==> src/taq_pkg.sv <==
`timescale 1ns / 1ps
`default_nettype none

package taq_pkg;

   localparam int SLOTS_DEF    = 16;
   localparam int ACTION_W     = 2;
   localparam int SLOT_FIELD_W = 4;
   localparam int TICK_W       = 64;
   localparam int DELAY_W      = 32;
   localparam int COUNT_W      = 16;
   localparam int STAMP_W      = 32;

   typedef enum logic [ACTION_W-1:0] {
      ACT_TICK   = 2'd0,
      ACT_CREATE = 2'd1,
      ACT_CANCEL = 2'd2
   } action_type;

   localparam logic ST_OK   = 1'b0;
   localparam logic ST_BUSY = 1'b1;

   // one alarm slot as stored in the entry memory
   typedef struct packed {
      logic [TICK_W-1:0]  deadline;
      logic [DELAY_W-1:0] period;
      logic [COUNT_W-1:0] count;
      logic [STAMP_W-1:0] stamp;
   } entry_type;

   // status of the due-alarm search
   typedef struct packed {
      logic done;
      logic found;
   } pick_stat_type;

endpackage

`default_nettype wire

==> src/taq_entry_ram.sv <==
`timescale 1ns / 1ps
`default_nettype none

module taq_entry_ram #(
   parameter int DEPTH = taq_pkg::SLOTS_DEF,
   parameter int AW    = $clog2(taq_pkg::SLOTS_DEF)
) (
   input  wire                      clock,
   input  wire                      wr_en,
   input  wire [AW-1:0]             wr_addr,
   input  taq_pkg::entry_type       wr_data,
   input  wire                      rd_en,
   input  wire [AW-1:0]             rd_addr,
   output taq_pkg::entry_type       rd_data
);

   taq_pkg::entry_type mem [DEPTH];
   taq_pkg::entry_type rd_data_ff;

   always_ff @(posedge clock) begin
      if (wr_en) begin
         mem[wr_addr] <= wr_data;
      end
   end

   always_ff @(posedge clock) begin
      if (rd_en) begin
         rd_data_ff <= mem[rd_addr];
      end
   end

   assign rd_data = rd_data_ff;

endmodule

`default_nettype wire

==> src/taq_pick.sv <==
`timescale 1ns / 1ps
`default_nettype none

module taq_pick #(
   parameter int SLOTS = taq_pkg::SLOTS_DEF,
   parameter int AW    = $clog2(taq_pkg::SLOTS_DEF)
) (
   input  wire                          clock,
   input  wire                          reset,
   input  wire                          start,
   input  wire [taq_pkg::TICK_W-1:0]    elapsed,
   input  wire [SLOTS-1:0]              slot_valid,
   output logic                         rd_en,
   output logic [AW-1:0]                rd_addr,
   input  taq_pkg::entry_type           rd_data,
   output taq_pkg::pick_stat_type       stat,
   output logic [AW-1:0]                best_idx,
   output taq_pkg::entry_type           best_entry
);

   logic [AW:0]        cnt_ff, cnt_in;
   logic               busy_ff, busy_in;
   logic               done_ff, done_in;
   logic               found_ff, found_in;
   logic               rd_vld_ff;
   logic [AW-1:0]      rd_idx_ff;
   logic [AW-1:0]      best_idx_ff, best_idx_in;
   taq_pkg::entry_type best_ff, best_in;
   logic               last_cmp;
   logic               cand;
   logic               better;

   assign rd_en    = busy_ff && (cnt_ff != (AW+1)'(SLOTS));
   assign rd_addr  = cnt_ff[AW-1:0];
   assign last_cmp = busy_ff && (cnt_ff == (AW+1)'(SLOTS));

   // candidate is armed and due; better is earlier deadline, then earlier stamp
   assign cand   = rd_vld_ff && (rd_data.deadline <= elapsed);
   assign better = !found_ff || (rd_data.deadline < best_ff.deadline) ||
                   ((rd_data.deadline == best_ff.deadline) &&
                    (rd_data.stamp < best_ff.stamp));

   always_comb begin
      cnt_in      = cnt_ff;
      busy_in     = busy_ff;
      done_in     = done_ff;
      found_in    = found_ff;
      best_idx_in = best_idx_ff;
      best_in     = best_ff;
      if (rd_en) begin
         cnt_in = cnt_ff + 1'b1;
      end
      if (cand && better) begin
         found_in    = 1'b1;
         best_idx_in = rd_idx_ff;
         best_in     = rd_data;
      end
      if (last_cmp) begin
         busy_in = 1'b0;
         done_in = 1'b1;
      end
      if (start) begin
         cnt_in   = '0;
         busy_in  = 1'b1;
         done_in  = 1'b0;
         found_in = 1'b0;
      end
   end

   always_ff @(posedge clock) begin
      if (reset) begin
         cnt_ff    <= '0;
         busy_ff   <= 1'b0;
         done_ff   <= 1'b0;
         found_ff  <= 1'b0;
         rd_vld_ff <= 1'b0;
      end else begin
         cnt_ff    <= cnt_in;
         busy_ff   <= busy_in;
         done_ff   <= done_in;
         found_ff  <= found_in;
         rd_vld_ff <= rd_en && slot_valid[rd_addr];
      end
   end

   always_ff @(posedge clock) begin
      rd_idx_ff   <= rd_addr;
      best_idx_ff <= best_idx_in;
      best_ff     <= best_in;
   end

   assign stat.done  = done_ff;
   assign stat.found = found_ff;
   assign best_idx   = best_idx_ff;
   assign best_entry = best_ff;

endmodule

`default_nettype wire

==> src/tick_alarm_queue.sv <==
`timescale 1ns / 1ps
`default_nettype none

// channel  | dir | handshake          | payload
// ---------+-----+--------------------+----------------------------------------------
// req      | in  | req_tvalid/tready  | tuser: action; tdata: slot, delay, repeat
// rsp      | out | rsp_tvalid/tready  | tuser: fired, status; tdata: fired_slot
//
// create, cancel and unused actions finish in the accept cycle
// a tick walks the entry memory one slot a cycle, taking no new item until it commits;
//   the rate is set by the single read port of the entry memory
// reset clears the valid flags, elapsed tick count and stamp counter; no clearing pass
// the result sits in an output register; a new item is taken once it is free or leaving
// a stalled result holds the tick commit until the output register frees up

module tick_alarm_queue #(
   parameter int SLOTS = taq_pkg::SLOTS_DEF
) (
   input  wire        clock,
   input  wire        reset,
   input  wire        req_tvalid,
   output logic       req_tready,
   input  wire [55:0] req_tdata,   // [3:0] slot, [35:4] delay_ticks, [51:36] repeat_count
   input  wire [1:0]  req_tuser,   // [1:0] action
   output logic       rsp_tvalid,
   input  wire        rsp_tready,
   output logic [7:0] rsp_tdata,   // [3:0] fired_slot
   output logic [1:0] rsp_tuser    // [0] fired, [1] status
);

   localparam int AW = $clog2(SLOTS);

   typedef enum logic [1:0] {
      S_IDLE = 2'b01,
      S_SCAN = 2'b10
   } state_type;

   state_type state_ff, state_in;

   // request fields
   logic [taq_pkg::SLOT_FIELD_W-1:0] req_slot;
   logic [taq_pkg::DELAY_W-1:0]      req_delay;
   logic [taq_pkg::COUNT_W-1:0]      req_repeat;
   taq_pkg::action_type              req_action;
   logic [AW-1:0]                    slot_idx;
   logic                             slot_ok;
   logic                             req_acc;

   // block state
   logic [taq_pkg::TICK_W-1:0]  elapsed_ff, elapsed_in;
   logic [taq_pkg::STAMP_W-1:0] stamp_ff, stamp_in;
   logic [SLOTS-1:0]            valid_ff, valid_in;

   // output register
   logic                             rsp_valid_ff;
   logic [taq_pkg::SLOT_FIELD_W-1:0] rsp_slot_ff, rsp_slot_in;
   logic                             rsp_fired_ff, rsp_fired_in;
   logic                             rsp_status_ff, rsp_status_in;
   logic                             out_free;
   logic                             load;

   // memory ports
   logic               wr_en;
   logic [AW-1:0]      wr_addr;
   taq_pkg::entry_type wr_data;
   logic               rd_en;
   logic [AW-1:0]      rd_addr;
   taq_pkg::entry_type rd_data;

   // search unit
   logic                   pick_start;
   taq_pkg::pick_stat_type pick_stat;
   logic [AW-1:0]          best_idx;
   taq_pkg::entry_type     best_entry;

   assign req_slot   = req_tdata[3:0];
   assign req_delay  = req_tdata[35:4];
   assign req_repeat = req_tdata[51:36];
   assign req_action = taq_pkg::action_type'(req_tuser);
   assign slot_idx   = AW'(req_slot);
   assign slot_ok    = 32'(req_slot) < 32'(SLOTS);

   assign out_free   = !rsp_valid_ff || rsp_tready;
   assign req_tready = (state_ff == S_IDLE) && out_free;
   assign req_acc    = req_tvalid && req_tready;

   taq_entry_ram #(
      .DEPTH (SLOTS),
      .AW    (AW)
   ) u_ram (
      .clock   (clock),
      .wr_en   (wr_en),
      .wr_addr (wr_addr),
      .wr_data (wr_data),
      .rd_en   (rd_en),
      .rd_addr (rd_addr),
      .rd_data (rd_data)
   );

   taq_pick #(
      .SLOTS (SLOTS),
      .AW    (AW)
   ) u_pick (
      .clock      (clock),
      .reset      (reset),
      .start      (pick_start),
      .elapsed    (elapsed_ff),
      .slot_valid (valid_ff),
      .rd_en      (rd_en),
      .rd_addr    (rd_addr),
      .rd_data    (rd_data),
      .stat       (pick_stat),
      .best_idx   (best_idx),
      .best_entry (best_entry)
   );

   always_comb begin
      state_in      = state_ff;
      elapsed_in    = elapsed_ff;
      stamp_in      = stamp_ff;
      valid_in      = valid_ff;
      load          = 1'b0;
      rsp_slot_in   = '0;
      rsp_fired_in  = 1'b0;
      rsp_status_in = taq_pkg::ST_OK;
      wr_en         = 1'b0;
      wr_addr       = slot_idx;
      wr_data       = '0;
      pick_start    = 1'b0;

      case (state_ff)
         S_IDLE: begin
            if (req_acc) begin
               case (req_action)
                  taq_pkg::ACT_TICK: begin
                     elapsed_in = elapsed_ff + 1'b1;
                     pick_start = 1'b1;
                     state_in   = S_SCAN;
                  end
                  taq_pkg::ACT_CREATE: begin
                     load = 1'b1;
                     if (!slot_ok || valid_ff[slot_idx]) begin
                        rsp_status_in = taq_pkg::ST_BUSY;
                     end else if (req_delay == '0) begin
                        // zero period fires at once and stores nothing
                        rsp_fired_in = 1'b1;
                        rsp_slot_in  = req_slot;
                     end else begin
                        wr_en            = 1'b1;
                        wr_data.deadline = elapsed_ff + 64'(req_delay);
                        wr_data.period   = req_delay;
                        wr_data.count    = req_repeat;
                        wr_data.stamp    = stamp_ff;
                        stamp_in         = stamp_ff + 1'b1;
                        valid_in[slot_idx] = 1'b1;
                     end
                  end
                  taq_pkg::ACT_CANCEL: begin
                     load = 1'b1;
                     if (slot_ok) begin
                        valid_in[slot_idx] = 1'b0;
                     end
                  end
                  default: begin
                     load = 1'b1;
                  end
               endcase
            end
         end
         S_SCAN: begin
            // commit once the search is over and the output register can take the item
            if (pick_stat.done && out_free) begin
               load     = 1'b1;
               state_in = S_IDLE;
               if (pick_stat.found) begin
                  rsp_fired_in = 1'b1;
                  rsp_slot_in  = 4'(best_idx);
                  if (best_entry.count == 16'd1) begin
                     // last firing of a finite alarm
                     valid_in[best_idx] = 1'b0;
                  end else begin
                     wr_en            = 1'b1;
                     wr_addr          = best_idx;
                     wr_data.deadline = elapsed_ff + 64'(best_entry.period);
                     wr_data.period   = best_entry.period;
                     wr_data.count    = (best_entry.count == '0) ? '0
                                        : best_entry.count - 1'b1;
                     wr_data.stamp    = stamp_ff;
                     stamp_in         = stamp_ff + 1'b1;
                  end
               end
            end
         end
         default: begin
            state_in = S_IDLE;
         end
      endcase
   end

   always_ff @(posedge clock) begin
      if (reset) begin
         state_ff     <= S_IDLE;
         elapsed_ff   <= '0;
         stamp_ff     <= '0;
         valid_ff     <= '0;
         rsp_valid_ff <= 1'b0;
      end else begin
         state_ff   <= state_in;
         elapsed_ff <= elapsed_in;
         stamp_ff   <= stamp_in;
         valid_ff   <= valid_in;
         if (load) begin
            rsp_valid_ff <= 1'b1;
         end else if (rsp_tready) begin
            rsp_valid_ff <= 1'b0;
         end
      end
   end

   always_ff @(posedge clock) begin
      if (load) begin
         rsp_slot_ff   <= rsp_slot_in;
         rsp_fired_ff  <= rsp_fired_in;
         rsp_status_ff <= rsp_status_in;
      end
   end

   assign rsp_tvalid = rsp_valid_ff;
   assign rsp_tdata  = {4'd0, rsp_slot_ff};
   assign rsp_tuser  = {rsp_status_ff, rsp_fired_ff};

endmodule

`default_nettype wire

==> config.mk <==
export PLATFORM = sky130hd
export DESIGN_NAME = tick_alarm_queue
export DESIGN_NICKNAME = d
export VERILOG_FILES = /design/src/taq_pkg.sv /design/src/taq_entry_ram.sv /design/src/taq_pick.sv /design/src/tick_alarm_queue.sv
export SDC_FILE = /design/constraint.sdc
export NUM_CORES = 2
export LEC_CHECK = 0
export ABC_AREA = 0
export BUFFER_PORTS_ARGS = -buffer_cell sky130_fd_sc_hd__buf_4
export CORE_MARGIN = 2
export CORE_UTILIZATION = 55
export DETAILED_ROUTE_END_ITERATION = 12
export PLACE_DENSITY = 0.72
export SYNTH_ARGS = -nofsm -noshare
export SYNTH_HDL_FRONTEND = slang
export SYNTH_SLANG_ARGS = --single-unit
==> constraint.sdc <==
create_clock -name clock -period 15.3 [get_ports clock]
set_clock_uncertainty 0.1 [all_clocks]
set_input_delay 0.765 -clock clock [delete_from_list [all_inputs] [get_ports clock]]
set_output_delay 0.765 -clock clock [all_outputs]
set_load 0.01 [all_outputs]
==> metrics.txt <==
EDFF count, synth 2602; RSZ-0062 raised after global routing false; Worst-Skew Late Latency 0.95 ns; post-CTS sizing 0; gr ovfl total 0; fin nets 6294; required time of the critical path 15.71 ns; Antenna Nets Post-Route 0; Tcrit/Tclk final 0.440; LEAKAGE 43.0 nW; hold_buf cts 0; Final setup viols 0; hold crit path type in2reg; Worst EP arrival 7.15 ns; core outline area 202000 um^2; final hold vios 0; Post-synth top cells edfxtp_1, mux4_2, nor2_1; initial drt markers 7377; vias in the first global route 58200; I/O pin cnt 74; initial core utilization 0.553; relative slew slack 0.0904; maximum vdd drop 0.136 mV; post-synthesis cell area 111000 um^2; DR WL/cell 30.3 um; first-pass GRT wire length 392 mm; Post-route DRC 0; Startpoint Class flop; Fill cells 13700; cell with the most instances after synthesis edfxtp_1; total wire length 269 mm; status finished, final reports clean; Yosys reg bits 2730; Layout area overhead 11.7%; clock slew at reported path FFs 0.06 ns; initial antenna violation count 8; CP delay by family, top buffers and inverters; TNS Setup 0 ns; fin crit period 6.73 ns; Synth cell types 79; max cap viols 0; worst-margin pin slew 1.35 ns; Hold Path Cell Cnt 3; vias per cell 6.46; DRT Pass-1 Iters 6; Clock Tree Buf Depth 4; fin worst setup slack 8.57 ns; Synth async-reset ratio 0; H-tree depth 5; Fmax 148 MHz; Post-Synthesis Cells 5786; Critical Path Stages 12; top cells by area, synth edfxtp_1, mux4_2, ha_1; critical path, cell by cell ha_1 > and4b_1 > and2_1 > nor3_2 > buf_4 > nand2b_1 > buf_4 > nand2_2 > nand2_1 > nor2_4 > buf_4 > buf_4; PD cells 122 nW/um^2; CP Max Fanout 77; Worst path max stage delay 0.90 ns; routability cong. 0.933; Die Y 454 um; CP most frequent cell buf_4; chip width 454 um; Setup Slack @ Placement 8.30 ns; Critical-path top delay cell buf_4; Inserted Clock Buffers 287; row cnt 165; Avg Cell Area, Syn 19.3 um^2; Setup CP Type reg2reg; post-synth top area share 0.701; HPWL after detailed placement 147 mm; Worst R2R Path Depth 12; Crit path buffers/inverters 4; Critical Path Sink Type flop; layout cells sized above 1 0.217; top_reg_cell synth edfxtp_1; clk sinks 2730; DIE AREA 206000 um^2; yosys warns 0; Root Buffer clkbuf_16; Final Max Tran Viols 0; sequential-to-total area share from yosys stat 0.724; gr usage total 0.263; port buffer count 65; reg2reg setup slack 8.57 ns; CTS tree yes; post-CTS setup buffers 0; largest net degree at the start of global routing 142; Vias 57400; area leader, netlist edfxtp_1
## worst reg2reg max path: stages (launching register included)
cell and delay [ns]:
edfxtp_1 0.45, ha_1 0.22, and4b_1 0.18, and2_1 0.28, nor3_2 0.16, buf_4 0.80, nand2b_1 0.14, buf_4 0.30
nand2_2 0.62, nand2_1 0.47, nor2_4 0.75, buf_4 0.84, buf_4 0.95
## per-layer routing
layer | vias up | wire length [um] | track usage
li1 | 24100 | - | -
met1 | 30100 | 106000 | 0.368
met2 | 2707 | 131000 | 0.419
met3 | 494 | 21400 | 0.0446
met4 | 0 | 10100 | 0.0997
met5 | - | 0 | 0
## worst paths after layout
path                              start                  to
setup / recovery  u_pick.best_entry[32]  u_ram.mem[11][107]
hold reg to reg     u_pick.rd_idx_ff[1]  u_pick.best_idx[1]
hold / removal             req_tdata[0]                flop
setup reg to reg  u_pick.best_entry[32]  u_ram.mem[11][107]
## state kept, by name, indices dropped and copies added, names as in the netlist, named ones only
signal             flops
u_pick.best_idx        4
rsp_status_ff          1
stamp_ff              32
u_pick.best_entry    144
u_pick.busy_ff         1
u_pick.done_ff         1
elapsed_ff            64
u_ram.mem           2304
u_pick.cnt_ff          5
u_pick.rd_idx_ff       4
rsp_tvalid             1
u_ram.rd_data        144
u_pick.found_ff        1
rsp_slot_ff            4
state_ff               2
u_pick.rd_vld_ff       1
rsp_fired_ff           1
## final cells by class
class,count,area (um^2),area share
clock buffers,370,7790,0.0626
inverters,192,728,0.00585
flip-flops and latches,2730,80700,0.649
multi-input cells,2609,29200,0.235
diodes,4,10.0,0.0000804
well taps,2672,3340,0.0269
clock inverters,126,1120,0.00903
repair buffers,179,1520,0.0122
## placed cells by master (no fill, tap or decap), types with 16 or more instances in the layout
master,netlist,final
xnor2_1,98,98
clkbuf_16,0,298
nor2b_1,22,22
nor2_4,0,16
a21oi_1,163,163
or3_1,19,19
buf_4,8,165
dfxtp_1,128,124
a22oi_1,73,73
a211oi_1,20,19
nand4_1,79,79
mux4_2,730,730
o21ai_0,104,104
nand2_1,176,175
a31oi_1,29,28
and2_1,42,41
bufinv_16,0,19
xor2_1,54,54
inv_1,192,191
a21o_1,88,88
nand3_1,85,85
nor3_1,46,45
clkbuf_1,181,66
and3_1,26,26
edfxtp_1,2602,2602
clkinv_1,0,45
ha_1,231,230
nor4_1,32,30
nor2_1,283,267
clkinv_2,0,44
o211ai_1,31,31
nand2b_1,19,19
## cell families after synthesis
group / share of synthesized area
xor+xnor: 0.0119
fa+ha+maj: 0.0263
flops: 0.724
simple gates: 0.0387
buf+inv: 0.0155
mux: 0.149
other cells: 0.0000336
compound gates: 0.0349
## power breakdown
part,switching (W),internal (W)
clock network,0.00275,0.00390
logic,0.000250,0.000162
registers,0.0000263,0.00814
total,0.00303,0.0122
## through the flow
step           power [W]   util  cells  cell area, um^2  hold slack (ns)
2_1_floorplan    0.00860      -   5789           111000            0.229
3_3_place_gp     0.00873  0.573   8382           116000            0.287
3_5_place_dp     0.00874  0.573   8382           116000            0.289
4_1_cts           0.0153  0.617   8878           124000           0.0849
5_1_grt           0.0156  0.617   8881           124000            0.143
6_report          0.0152  0.617   8882           124000            0.139
Power figures use the tool's default switching activity.
